## config.mk

```make
export PLATFORM = sky130hd
export DESIGN_NAME = acs_ctrl
export DESIGN_NICKNAME = d
export VERILOG_FILES = /design/src/acs_pkg.sv /design/src/acs_ctrl.sv
export SDC_FILE = /design/constraint.sdc
export NUM_CORES = 1
export LEC_CHECK = 0
export BUFFER_PORTS_ARGS = -buffer_cell sky130_fd_sc_hd__buf_2
export CORE_MARGIN = 3
export CORE_UTILIZATION = 33
export DETAILED_ROUTE_END_ITERATION = 6
export GPL_TIMING_DRIVEN = 0
export PLACE_DENSITY = 0.62
export SETUP_SLACK_MARGIN = 0.1
export SYNTH_ARGS = -nofsm -noshare
export SYNTH_HDL_FRONTEND = slang
export SYNTH_SLANG_ARGS = --single-unit
```

## constraint.sdc

```tcl
create_clock -name clk -period 2.9 [get_ports clk]
set_input_delay 0.145 -clock clk [delete_from_list [all_inputs] [get_ports clk]]
set_output_delay 0.145 -clock clk [all_outputs]
set_load 0.01 [all_outputs]
```

## src/acs_pkg.sv

```systemverilog
// ----------------------------------------------------------------------------
// acs_pkg: shared types and constants
// Word and address sizes, opcodes, result codes and the command and status
// structs that pass between the controller and the datapath.
// ----------------------------------------------------------------------------
package acs_pkg;

    localparam int MemDepth  = 1024;
    localparam int WordWidth = 32;
    localparam int AddrWidth = $clog2(MemDepth);
    localparam int CntWidth  = $clog2(WordWidth + 1);

    typedef logic [WordWidth-1:0] word_t;
    typedef logic [AddrWidth-1:0] addr_t;

    typedef enum logic [1:0] {
        CMD_WRITE   = 2'd0,
        CMD_EXEC    = 2'd1,
        CMD_RESTART = 2'd2
    } item_cmd_t;

    typedef enum logic [2:0] {
        ST_OK      = 3'd0,
        ST_STOPPED = 3'd1,
        ST_DIVZERO = 3'd2,
        ST_INVALID = 3'd3,
        ST_HALTED  = 3'd4
    } status_t;

    typedef enum logic [3:0] {
        OP_BAD    = 4'd0,
        OP_ADD    = 4'd1,
        OP_SUB    = 4'd2,
        OP_MULT   = 4'd3,
        OP_DIV    = 4'd4,
        OP_JMP    = 4'd5,
        OP_JMPN   = 4'd6,
        OP_JMPP   = 4'd7,
        OP_JMPZ   = 4'd8,
        OP_COPY   = 4'd9,
        OP_LOAD   = 4'd10,
        OP_STORE  = 4'd11,
        OP_INPUT  = 4'd12,
        OP_OUTPUT = 4'd13,
        OP_STOP   = 4'd14
    } opcode_t;

    typedef enum logic [2:0] {
        S_IDLE,
        S_DECODE,
        S_FETCH_A,
        S_FETCH_M,
        S_FETCH_B,
        S_EXEC,
        S_DIV_WAIT,
        S_RESULT
    } state_t;

    typedef enum logic [1:0] {
        RA_PC,
        RA_PC1,
        RA_RDATA,
        RA_PC2
    } raddr_sel_t;

    typedef enum logic [1:0] {
        WS_ITEM,
        WS_ACC,
        WS_INPUT,
        WS_COPY
    } wsel_t;

    typedef enum logic [2:0] {
        ACC_KEEP,
        ACC_ADD,
        ACC_SUB,
        ACC_MUL,
        ACC_DIV,
        ACC_LOAD,
        ACC_CLEAR
    } acc_sel_t;

    typedef enum logic [2:0] {
        PC_KEEP,
        PC_STEP2,
        PC_STEP3,
        PC_JUMP,
        PC_CLEAR
    } pc_sel_t;

    typedef struct packed {
        logic       ld_item;
        raddr_sel_t raddr_sel;
        logic       lat_op;
        logic       lat_a;
        logic       lat_m;
        logic       mem_we;
        wsel_t      wsel;
        acc_sel_t   acc_sel;
        pc_sel_t    pc_sel;
        logic       halt_set;
        logic       halt_clr;
        logic       div_start;
        logic       res_set;
        status_t    res_status;
        logic       res_outv;
        logic       res_iused;
        logic       out_load;
    } ctrl_cmd_t;

    typedef struct packed {
        item_cmd_t item_cmd;
        logic      halted;
        opcode_t   op;
        logic      m_zero;
        logic      acc_neg;
        logic      acc_zero;
        logic      div_done;
    } dp_stat_t;

endpackage

```

## src/acs_ctrl.sv

```systemverilog
// ----------------------------------------------------------------------------
// acs_ctrl: instruction sequencer
// Takes one beat, walks fetch, operand read, execute and divide wait, and
// hands the result to the output register.
// ----------------------------------------------------------------------------
module acs_ctrl (
    input  logic               clk,
    input  logic               rst_n,
    input  logic               in_valid,
    output logic               in_ready,
    output logic               out_valid,
    input  logic               out_ready,
    input  acs_pkg::dp_stat_t  stat,
    output acs_pkg::ctrl_cmd_t ctl
);

    acs_pkg::state_t state_reg, state_next;
    logic            out_valid_reg, out_valid_next;

    always_ff @(posedge clk or negedge rst_n)
    begin
        if (!rst_n)
        begin
            state_reg     <= acs_pkg::S_IDLE;
            out_valid_reg <= 1'b0;
        end
        else
        begin
            state_reg     <= state_next;
            out_valid_reg <= out_valid_next;
        end
    end

    always_comb
    begin
        state_next     = state_reg;
        in_ready       = 1'b0;
        ctl            = '0;
        ctl.raddr_sel  = acs_pkg::RA_PC;
        ctl.wsel       = acs_pkg::WS_ITEM;
        ctl.acc_sel    = acs_pkg::ACC_KEEP;
        ctl.pc_sel     = acs_pkg::PC_KEEP;
        ctl.res_status = acs_pkg::ST_OK;
        out_valid_next = out_valid_reg && !out_ready;

        unique case (state_reg)
            acs_pkg::S_IDLE:
            begin
                in_ready = 1'b1;
                if (in_valid)
                begin
                    ctl.ld_item = 1'b1;
                    state_next  = acs_pkg::S_DECODE;
                end
            end

            acs_pkg::S_DECODE:
            begin
                ctl.res_set    = 1'b1;
                ctl.raddr_sel  = acs_pkg::RA_PC;
                state_next     = acs_pkg::S_RESULT;
                unique case (stat.item_cmd)
                    acs_pkg::CMD_WRITE:
                    begin
                        ctl.mem_we = 1'b1;
                        ctl.wsel   = acs_pkg::WS_ITEM;
                    end
                    acs_pkg::CMD_RESTART:
                    begin
                        ctl.pc_sel   = acs_pkg::PC_CLEAR;
                        ctl.acc_sel  = acs_pkg::ACC_CLEAR;
                        ctl.halt_clr = 1'b1;
                    end
                    acs_pkg::CMD_EXEC:
                    begin
                        if (stat.halted)
                        begin
                            ctl.res_status = acs_pkg::ST_HALTED;
                        end
                        else
                        begin
                            ctl.res_set = 1'b0;
                            state_next  = acs_pkg::S_FETCH_A;
                        end
                    end
                    default:
                    begin
                        // unused command code: no change, status ok
                    end
                endcase
            end

            acs_pkg::S_FETCH_A:
            begin
                ctl.lat_op    = 1'b1;
                ctl.raddr_sel = acs_pkg::RA_PC1;
                state_next    = acs_pkg::S_FETCH_M;
            end

            acs_pkg::S_FETCH_M:
            begin
                ctl.lat_a     = 1'b1;
                ctl.raddr_sel = acs_pkg::RA_RDATA;
                state_next    = acs_pkg::S_FETCH_B;
            end

            acs_pkg::S_FETCH_B:
            begin
                ctl.lat_m     = 1'b1;
                ctl.raddr_sel = acs_pkg::RA_PC2;
                state_next    = acs_pkg::S_EXEC;
            end

            acs_pkg::S_EXEC:
            begin
                ctl.res_set = 1'b1;
                state_next  = acs_pkg::S_RESULT;
                ctl.pc_sel  = acs_pkg::PC_STEP2;
                unique case (stat.op)
                    acs_pkg::OP_ADD:  ctl.acc_sel = acs_pkg::ACC_ADD;
                    acs_pkg::OP_SUB:  ctl.acc_sel = acs_pkg::ACC_SUB;
                    acs_pkg::OP_MULT: ctl.acc_sel = acs_pkg::ACC_MUL;
                    acs_pkg::OP_LOAD: ctl.acc_sel = acs_pkg::ACC_LOAD;
                    acs_pkg::OP_DIV:
                    begin
                        if (stat.m_zero)
                        begin
                            ctl.pc_sel     = acs_pkg::PC_KEEP;
                            ctl.res_status = acs_pkg::ST_DIVZERO;
                            ctl.halt_set   = 1'b1;
                        end
                        else
                        begin
                            ctl.pc_sel    = acs_pkg::PC_KEEP;
                            ctl.res_set   = 1'b0;
                            ctl.div_start = 1'b1;
                            state_next    = acs_pkg::S_DIV_WAIT;
                        end
                    end
                    acs_pkg::OP_JMP:  ctl.pc_sel = acs_pkg::PC_JUMP;
                    acs_pkg::OP_JMPN:
                    begin
                        if (stat.acc_neg)
                        begin
                            ctl.pc_sel = acs_pkg::PC_JUMP;
                        end
                    end
                    acs_pkg::OP_JMPP:
                    begin
                        if (!stat.acc_neg && !stat.acc_zero)
                        begin
                            ctl.pc_sel = acs_pkg::PC_JUMP;
                        end
                    end
                    acs_pkg::OP_JMPZ:
                    begin
                        if (stat.acc_zero)
                        begin
                            ctl.pc_sel = acs_pkg::PC_JUMP;
                        end
                    end
                    acs_pkg::OP_COPY:
                    begin
                        ctl.mem_we = 1'b1;
                        ctl.wsel   = acs_pkg::WS_COPY;
                        ctl.pc_sel = acs_pkg::PC_STEP3;
                    end
                    acs_pkg::OP_STORE:
                    begin
                        ctl.mem_we = 1'b1;
                        ctl.wsel   = acs_pkg::WS_ACC;
                    end
                    acs_pkg::OP_INPUT:
                    begin
                        ctl.mem_we    = 1'b1;
                        ctl.wsel      = acs_pkg::WS_INPUT;
                        ctl.res_iused = 1'b1;
                    end
                    acs_pkg::OP_OUTPUT: ctl.res_outv = 1'b1;
                    acs_pkg::OP_STOP:
                    begin
                        ctl.pc_sel     = acs_pkg::PC_KEEP;
                        ctl.res_status = acs_pkg::ST_STOPPED;
                        ctl.halt_set   = 1'b1;
                    end
                    default:
                    begin
                        ctl.pc_sel     = acs_pkg::PC_KEEP;
                        ctl.res_status = acs_pkg::ST_INVALID;
                        ctl.halt_set   = 1'b1;
                    end
                endcase
            end

            acs_pkg::S_DIV_WAIT:
            begin
                if (stat.div_done)
                begin
                    ctl.acc_sel = acs_pkg::ACC_DIV;
                    ctl.pc_sel  = acs_pkg::PC_STEP2;
                    ctl.res_set = 1'b1;
                    state_next  = acs_pkg::S_RESULT;
                end
            end

            acs_pkg::S_RESULT:
            begin
                // hold until the output register is free
                if (!out_valid_reg || out_ready)
                begin
                    ctl.out_load   = 1'b1;
                    out_valid_next = 1'b1;
                    state_next     = acs_pkg::S_IDLE;
                end
            end

            default:
            begin
                state_next = acs_pkg::S_IDLE;
            end
        endcase
    end

    assign out_valid = out_valid_reg;

endmodule
```

==> impl_metrics.tcl, run 1 <==
set metrics [dict create \
    die_h_um 50.9 \
    via_per_inst 4.98 \
    timing.rr.start "state_reg[0]$_DFFE_PN0P_" \
    grt_pass1_vias 727 \
    drt_first_pass_iters 4 \
    largest_register_ffs 3 \
    clock-sinks 4 \
    path_max_fanout 9 \
    clk_pin_slew_ps 40 \
    cp-end-kind "primary output" \
    area_growth_pct 40.4 \
    initial_utilization 0.366 \
    pwr-share-comb 0.724 \
    layout_min_cycle_time_ps 2190 \
    htreeDepth 1 \
    pre_cts_slack_ps 945 \
    grt_use_met1 0.220 \
    dp_hpwl_um 1640 \
    ys_async_sr_fraction 1.00 \
    totalWireLength_um 1970 \
    power_frac_clock 0.103 \
    hold_class "primary input to flop" \
    drive_gt1_frac 0.343 \
    leakagePower_uw 0.000550 \
    rows 15 \
    status "complete, no violations" \
    grt_remaining_overflow 0 \
    regArea_um2 100 \
    fin_crit_sh 0.756 \
    cp_data_arrival_time_ps 2050 \
    nFillCells 205 \
    timing.rr.end "state_reg[0]$_DFFE_PN0P_" \
    ctsResizeCount 0 \
    top_usage_layer "met2" \
    postSynthAreaPerCell_um2 6.79 \
    swShare 0.497 \
    max_clock_freq_mhz 456 \
    final-hold-violation-count 0 \
    r2r_cells 6 \
    hold_start "out_ready" \
    p_sw_uw 327 \
    finalSetupTns_ps 0 \
    portBuffers 41 \
    gr-usage-met2 0.245 \
    postSynthCellCount 98 \
    worst_pin_slew_ps 457 \
    syn_area_um2 666 \
    skew_ps 5.86 \
    synth_edf_count 0 \
    place.gp.congestion 0.833 \
    placeableCoreArea_mm2 0.00182 \
    critical_path_class "flop to primary output" \
    cts_tree "yes" \
    intPower_uw 331 \
    global_route.usage.met3 0.0350 \
    peakVddDrop_mv 0.425 \
    grt_use_total 0.155 \
    maxSlewViolCount 0 \
    die-area_mm2 0.00259 \
    antennaDiodeCount 0 \
    setup_slack_ps 709 \
    timing.slew.headroom 0.696 \
    grt_max_degree 11 \
    multi_input_area_um2 495 \
    die-width_um 50.9 \
    io_pins 42 \
    vias 836 \
    root_buffer "clkbuf_4" \
    clock_latency_ps 230 \
    grt_pass1_wl_um 3240 \
    power_frac_seq 0.173 \
    cts_buffers 3 \
    dominantRegCellSynth "dfrtp_1" \
    ys_ff_latch 4 \
    ys_types 33 \
    clock_path_buffers 2 \
    nNetsFinal 165 \
    start_kind "flop" \
    antenna_found_initial 0 \
    whs_endpoint "out_valid$_DFF_PN0_" \
    yosysWarnings 0 \
    cellPowerDensity_mw_per_mm2 703 \
    drtIter0Drc 8 \
    rrSetupSlack_ps 1070 \
    ant_nets 0 \
    synth_nets 118 \
    cap_violations 0 \
    synth-seq-area-share 0.150 \
    setup_viol 0 \
    wl_per_cell_um 11.8 \
    min_delay_path_depth 3 \
    cp_data_required_time_ps 2760 \
    drc 0 \
    rsz0062_at_grt "no" \
]
## power by group through the flow
stage                     Sequential (uW)  Clock [uW]  Combinational (uW)
after CTS                             114        71.3                 480
after global routing                  118        76.4                 532
after detailed placement              115           0                 479
after global placement                113           0                 468
final                                 114        67.6                 476
after floorplan                       111           0                 322
## Yosys cell counts (3+ instances only)
cell type	n	area share
a21oi_1	3	0.023
dfrtp_1	4	0.15
ha_1	5	0.094
inv_1	12	0.068
nand2_1	12	0.068
nand2b_1	4	0.038
nand3_1	6	0.045
nand4_1	3	0.028
nor2_1	7	0.039
nor2b_1	4	0.038
nor3_1	5	0.038
o21ai_0	3	0.023
## worst max-delay path, cell delays in order, from the launching register on
cell,delay [ps]
dfrtp_1,400
inv_1,110
ha_1,140
buf_2,190
nand2_1,200
nor4_1,420
a21o_1,130
a21o_1,100
buf_2,120
## what timing repair did
action,4_1_cts,5_1_grt
hold buffers,1,0
hold endpoints to repair,4,0
setup buffers,0,0
## per-stage QoR
| step | cells | area, um2 | power, uW | hold WS [ps] | util |
|---|---|---|---|---|---|
| final | 168 | 935 | 657 | 212 | 0.513 |
| after global routing | 168 | 935 | 726 | 246 | 0.513 |
| after CTS | 168 | 935 | 666 | 200 | 0.513 |
| after detailed placement | 164 | 902 | 593 | -45.0 | 0.496 |
| after global placement | 164 | 902 | 581 | -48.7 | 0.496 |
| after floorplan | 98 | 666 | 433 | -151 | - |
## worst max path at each step
stage / start / to / slack [ps] / depth (start not counted)
finish: state_reg[1]$_DFFE_PN0P_ / ctl[18] / 710 / 8
global route: state_reg[1]$_DFFE_PN0P_ / ctl[18] / 540 / 8
CTS: state_reg[1]$_DFFE_PN0P_ / ctl[18] / 710 / 8
floorplan: state_reg[1]$_DFFE_PN0P_ / ctl[18] / 1060 / 7
detailed placement: state_reg[1]$_DFFE_PN0P_ / ctl[18] / 950 / 8
global placement: state_reg[1]$_DFFE_PN0P_ / ctl[18] / 980 / 8
## final cells by class
type,count,area share
buffer,6,0.0268
clock buffer,3,0.0241
tap,25,0.0335
sequential,4,0.107
timing repair buffer,42,0.230
multi-input combinational,76,0.530
inverter,12,0.0482
## layer usage
metal	vias to the layer above	part of all wire	wire, um
met5	-	0	0
met4	0	0	0
met3	0	0.067	133
met2	28	0.47	922
met1	374	0.47	918
li1	434	-	-
## kinds of logic (layout without fill, tap and decap cells)
logic type,after synthesis,after routing,synth area share
compound gates,19,19,0.216
xor+xnor,2,2,0.0263
fa+ha+maj,5,5,0.0940
buf+inv,18,63,0.105
flops,4,4,0.150
mux,3,3,0.0489
simple gates,47,47,0.359
## cell usage in the layout (no fill, tap or decap), drive strengths merged, types with 2 or more instances in the layout
cell     count
nand4        3
o21ai        3
a21o         2
nand2b       4
nand3        6
mux2         2
nor2b        4
inv         12
nand2       12
nor3         5
o2111ai      2
clkbuf       5
buf         45
o32a         2
nor2         7
dfrtp        4
a22oi        2
a21oi        3
or3          2
ha           5
(Power assumes the default switching activity.)
==> inputs of run 2 (changes only) <==
--- a/config.mk
+++ b/config.mk
@@ -10,7 +10,7 @@
 export CORE_UTILIZATION = 33
 export DETAILED_ROUTE_END_ITERATION = 6
 export GPL_TIMING_DRIVEN = 0
-export PLACE_DENSITY = 0.62
+export PLACE_DENSITY = 0.64
 export SETUP_SLACK_MARGIN = 0.1
 export SYNTH_ARGS = -nofsm -noshare
 export SYNTH_HDL_FRONTEND = slang
==> constraint.sdc (replaced) <==
create_clock -name clk -period 1.9 [get_ports clk]
set_input_delay 0.095 -clock clk [delete_from_list [all_inputs] [get_ports clk]]
set_output_delay 0.095 -clock clk [all_outputs]
set_load 0.01 [all_outputs]
==> run 2 against run 1 <==
Against the previous run:
- core utilization is 7.5 points higher
- first-iteration DRC count rose to 4.8 times the previous value
- sequential share of layout area decreased by 1.1 points
- count of clock-buffer cells in the layout did not move
- flip-flop and latch count is the same
- worst setup slack got worse by 600 ps
- worst hold slack lost 25 ps
- clock power increased by 61%
- global-route usage up 0.79 points
- critical endpoint unchanged
- highest routed layer is now met4
==> impl_metrics.tcl, run 2 (synthesized netlist as in run 1, its figures left out) <==
set metrics [dict create \
    clock_latency_ps 240 \
    status "complete, no violations" \
    cp_data_arrival_time_ps 1700 \
    root_buffer "clkbuf_4" \
    timing.rr.end "state_reg[0]$_DFFE_PN0P_" \
    power_frac_seq 0.160 \
    peakVddDrop_mv 0.714 \
    path_cells "inv_2, ha_4, buf_6, nand2_8, nor4_4, a21o_1, a21o_1, buf_6" \
    start_kind "flop" \
    largest_register_ffs 3 \
    placeableCoreArea_mm2 0.00182 \
    swShare 0.485 \
    antenna_found_initial 0 \
    critPathSlowestCell "dfrtp_1" \
    timing.slew.headroom 0.679 \
    cp_data_required_time_ps 1800 \
    regArea_um2 103 \
    nFillCells 184 \
    cellPowerDensity_mw_per_mm2 1180 \
    drt_first_pass_iters 4 \
    die_h_um 50.9 \
    grt_pass1_wl_um 3310 \
    rrSetupSlack_ps 150 \
    initial_utilization 0.366 \
    cap_violations 0 \
    clock-sinks 4 \
    cts_buffers 3 \
    grt_use_total 0.163 \
    critical_path_class "flop to primary output" \
    via_per_inst 5.17 \
    final-hold-violation-count 0 \
    cts_tree "yes" \
    maxSlewViolCount 0 \
    final_cell_mix "41 x buf_2, 11 x inv_1, 10 x nand2_1, 7 x buf_4" \
    area_growth_pct 60.9 \
    cp-end-kind "primary output" \
    die-width_um 50.9 \
    finalSetupTns_ps 0 \
    vias 904 \
    path_max_fanout 6 \
    rows 15 \
    rsz0062_at_grt "yes" \
    power_frac_clock 0.086 \
    io_pins 42 \
    totalWireLength_um 2170 \
    r2r_cells 6 \
    max_stage_delay_ps 410 \
    grt_pass1_vias 781 \
    pre_cts_slack_ps 13.7 \
    grt_max_degree 11 \
    leakagePower_uw 0.000595 \
    place.gp.congestion 0.834 \
    hold_class "primary input to asynchronous set/reset pin" \
    drc 0 \
    clk_pin_slew_ps 40 \
    critPathBufInv 3 \
    multi_input_area_um2 563 \
    clock_path_buffers 2 \
    intPower_uw 652 \
    nNetsFinal 172 \
    worst_pin_slew_ps 481 \
    ant_nets 0 \
    dp_hpwl_um 1660 \
    holdWs_ps 188 \
    pwr-share-comb 0.754 \
    max_clock_freq_mhz 558 \
    drive_gt1_frac 0.460 \
    skew_ps 12.4 \
    setup_viol 0 \
    wl_per_cell_um 12.4 \
    layout_min_cycle_time_ps 1790 \
    drtIter0Drc 38 \
    timing.rr.start "state_reg[0]$_DFFE_PN0P_" \
    final_common_cell "buf_2" \
    die-area_mm2 0.00259 \
    portBuffers 41 \
    grt_remaining_overflow 0 \
    fin_crit_sh 0.943 \
    htreeDepth 1 \
    cp_top_family "flip-flops" \
    setup_slack_ps 108 \
    antennaDiodeCount 0 \
    p_sw_uw 614 \
]
run 2: changes by cell type in the layout (fill, tap and decap cells not counted), moves of 2 or more:
cell / delta
buf_2: -2
nand2_1: -2
dfrtp_1: -2
dfrtp_2: +2
ha_1: -2
buf_6: +2
buf_4: +7
run 2: area by class of cell:
cell class | count | share of cell area
Timing Repair Buffer | 49 | 0.256
Sequential cell | 4 | 0.0958
Clock buffer | 3 | 0.0210
Multi-Input combinational cell | 76 | 0.526
Inverter | 12 | 0.0421
Tap cell | 25 | 0.0292
Buffer | 6 | 0.0304
run 2: repair_timing:
| action | in CTS | in global routing |
|---|---|---|
| hold buffers | 1 | 0 |
| pin swaps | 1 | 3 |
| hold endpoints to repair | 4 | 0 |
| gates resized for setup | 8 | 13 |
| setup buffers | 0 | 7 |
| setup endpoints to repair | 4 | 6 |
| gates cloned | 0 | 0 |
run 2: power by group through the flow:
stage	sequential [uW]	combinational (uW)	clock [uW]
after global routing	207	1050	122
after detailed placement	177	733	0
after global placement	172	718	0
after floorplan	169	492	0
after CTS	182	774	112
final	202	954	109
run 2: per-layer routing:
layer | track usage | up-vias | share of wire
li1 | - | 451 | -
met1 | 0.213 | 410 | 0.43
met2 | 0.251 | 39 | 0.47
met3 | 0.0408 | 4 | 0.086
met4 | 0.0673 | 0 | 0.012
met5 | 0 | - | 0
run 2: stage by stage:
step | utilization | cell area [um2] | cells | total power (uW)
after CTS | 0.533 | 970 | 168 | 1070
after detailed placement | 0.496 | 902 | 164 | 910
after global placement | 0.496 | 902 | 164 | 891
final | 0.588 | 1070 | 175 | 1270
after floorplan | - | 666 | 98 | 661
after global routing | 0.588 | 1070 | 175 | 1380
run 2: how the worst max path moves through the flow:
| stage | start | to | slack (ps) | cells after the start |
|---|---|---|---|---|
| 2_1_floorplan | state_reg[1]$_DFFE_PN0P_ | ctl[18] | 110 | 7 |
| 3_3_place_gp | state_reg[1]$_DFFE_PN0P_ | ctl[18] | 80 | 8 |
| 3_5_place_dp | state_reg[1]$_DFFE_PN0P_ | ctl[18] | 10 | 8 |
| 4_1_cts | state_reg[1]$_DFFE_PN0P_ | ctl[14] | 100 | 8 |
| 5_1_grt | state_reg[1]$_DFFE_PN0P_ | ctl[18] | 30 | 8 |
| 6_report | state_reg[1]$_DFFE_PN0P_ | ctl[18] | 110 | 8 |
run 2: worst reg2reg max path, delay by kind of cell, from the launching register on:
kind            cells  cell delay, ps
compound gates      2             450
flops               1             440
buf+inv             2             190
fa+ha+maj           1             200
mux                 1             350
==> inputs of run 3 (changes only) <==
--- a/config.mk
+++ b/config.mk
@@ -10,7 +10,7 @@
 export CORE_UTILIZATION = 33
 export DETAILED_ROUTE_END_ITERATION = 6
 export GPL_TIMING_DRIVEN = 0
-export PLACE_DENSITY = 0.64
+export PLACE_DENSITY = 0.62
 export SETUP_SLACK_MARGIN = 0.1
 export SYNTH_ARGS = -nofsm -noshare
 export SYNTH_HDL_FRONTEND = slang
==> constraint.sdc (replaced) <==
create_clock -name clk -period 2.1 [get_ports clk]
set_input_delay 0.105 -clock clk [delete_from_list [all_inputs] [get_ports clk]]
set_output_delay 0.105 -clock clk [all_outputs]
set_load 0.01 [all_outputs]
==> run 3 against run 2 <==
Against the previous run:
- largest cell class unchanged
- critical endpoint unchanged
- first-iteration DRC count decreased by 74%
- clock skew down 6.6 ps
- count of clock-buffer cells in the layout stayed put
==> impl_metrics.tcl, run 3 (synthesized netlist as in run 1, its figures left out) <==
set metrics [dict create \
    via_per_inst 4.95 \
    swShare 0.498 \
    die-width_um 50.9 \
    dp_hpwl_um 1640 \
    setup_slack_ps 250 \
    htreeDepth 1 \
    vias 832 \
    status "complete, no violations" \
    wl_met1_um 921 \
    layout_min_cycle_time_ps 1850 \
    portBuffers 41 \
    leakagePower_uw 0.000554 \
    grt_pass1_wl_um 3330 \
    cp_top_family "buffers and inverters" \
    max_stage_delay_ps 400 \
    power_frac_seq 0.171 \
    nNetsFinal 165 \
    io_pins 42 \
    max_clock_freq_mhz 540 \
    grt_remaining_overflow 0 \
    nFillCells 201 \
    intPower_uw 465 \
    cts_tree "yes" \
    place.gp.congestion 0.833 \
    met2WireLength_um 953 \
    clock-sinks 4 \
    cts_setup_buffers 0 \
    antennaDiodeCount 0 \
    ant_nets 0 \
    cellPowerDensity_mw_per_mm2 970 \
    die-area_mm2 0.00259 \
    antenna_found_initial 0 \
    root_buffer "clkbuf_4" \
    area_growth_pct 43.4 \
    drt_first_pass_iters 4 \
    setup_viol 0 \
    hold_class "primary input to flop" \
    totalWireLength_um 1990 \
    pwr-share-comb 0.727 \
    fin_crit_sh 0.881 \
    critical_path_class "flop to primary output" \
    largest_register_ffs 3 \
    critPathSlowestCell "dfrtp_1" \
    p_sw_uw 461 \
    skew_ps 5.78 \
    cp-end-kind "primary output" \
    placeableCoreArea_mm2 0.00182 \
    start_kind "flop" \
    finalSetupTns_ps 0 \
    pre_cts_slack_ps 185 \
    die_h_um 50.9 \
    timing.slew.headroom 0.686 \
    top_layer_used "met3" \
    power_frac_clock 0.101 \
    path_max_fanout 9 \
    path_common_cell "a21o_1" \
    cts_buffers 3 \
    wl_per_cell_um 11.9 \
    drive_gt1_frac 0.357 \
    peakVddDrop_mv 0.591 \
    cp_data_required_time_ps 2000 \
    rsz0062_at_grt "no" \
    met3_length_um 117 \
    maxSlewViolCount 0 \
    drc 0 \
    utilization 0.524 \
    final-hold-violation-count 0 \
    path_cells "inv_1, ha_1, clkbuf_4, nand2_2, nor4_4, a21o_1, a21o_1, buf_2" \
    final_cell_mix "42 x buf_2, 12 x inv_1, 11 x nand2_1, 7 x nor2_1, 6 x nand3_1" \
    clock_path_buffers 2 \
    cp_data_arrival_time_ps 1750 \
    grt_max_degree 11 \
    grt_use_total 0.160 \
    worst_pin_slew_ps 470 \
    final_common_cell "buf_2" \
    drtIter0Drc 10 \
    rows 15 \
    clock_latency_ps 240 \
    cap_violations 0 \
    initial_utilization 0.366 \
    clk_pin_slew_ps 40 \
    grt_pass1_vias 746 \
    critPathBufInv 3 \
    holdWs_ps 172 \
]
==> run 3: per-stage QoR <==
| step | std cells | area, um2 | total power [uW] |
|---|---|---|---|
| 6_report | 168 | 955 | 926 |
| 5_1_grt | 168 | 955 | 1020 |
| 4_1_cts | 168 | 952 | 933 |
| 3_5_place_dp | 164 | 902 | 819 |
| 3_3_place_gp | 164 | 902 | 802 |
| 2_1_floorplan | 98 | 666 | 598 |
==> run 3: area by class of cell <==
class | count | area [um2] | area share
buffer | 6 | 27.5 | 0.0288
clock buffer | 3 | 22.5 | 0.0236
inverter | 12 | 45.0 | 0.0472
multi-input combinational | 76 | 513 | 0.537
sequential | 4 | 100 | 0.105
tap | 25 | 31.3 | 0.0328
timing repair buffer | 42 | 215 | 0.225
==> run 3: repair_timing <==
| item | CTS | global route |
|---|---|---|
| hold buffers | 1 | 0 |
| hold endpoints to repair | 4 | 0 |
| resized for setup | 3 | 1 |
| endpoints found under the setup margin | 2 | 3 |
| pin swaps | 0 | 1 |
==> run 3: worst paths after layout <==
check / from / end / slack, ps / depth (start not counted)
hold reg to reg: out_valid$_DFF_PN0_ / out_valid$_DFF_PN0_ / 530 / 2
max in group asynchronous: rst_n / state_reg[1]$_DFFE_PN0P_ / 1750 / 2
setup / recovery: state_reg[1]$_DFFE_PN0P_ / ctl[18] / 250 / 8
min in group asynchronous: rst_n / out_valid$_DFF_PN0_ / 220 / 2
hold / removal: out_ready / out_valid$_DFF_PN0_ / 170 / 3
setup reg to reg: state_reg[0]$_DFFE_PN0P_ / state_reg[0]$_DFFE_PN0P_ / 280 / 6
==> run 3: routing by layer <==
metal / up-vias / GRT usage
met4: 0 / 0.0135
met3: 0 / 0.0350
li1: 434 / -
met1: 377 / 0.220
met2: 21 / 0.262
met5: - / 0
==> run 3: power by group through the flow <==
| stage | combinational [uW] | sequential, uW | clock (uW) |
|---|---|---|---|
| floorplan | 445 | 153 | 0 |
| global placement | 646 | 156 | 0 |
| detailed placement | 661 | 158 | 0 |
| CTS | 676 | 159 | 98.5 |
| global route | 753 | 165 | 106 |
| finish | 673 | 159 | 93.6 |
==> run 3: worst min-delay path: cells and delay by family <==
kind | cells | cell delay (ps)
buf+inv | 1 | 70
simple gates | 2 | 180
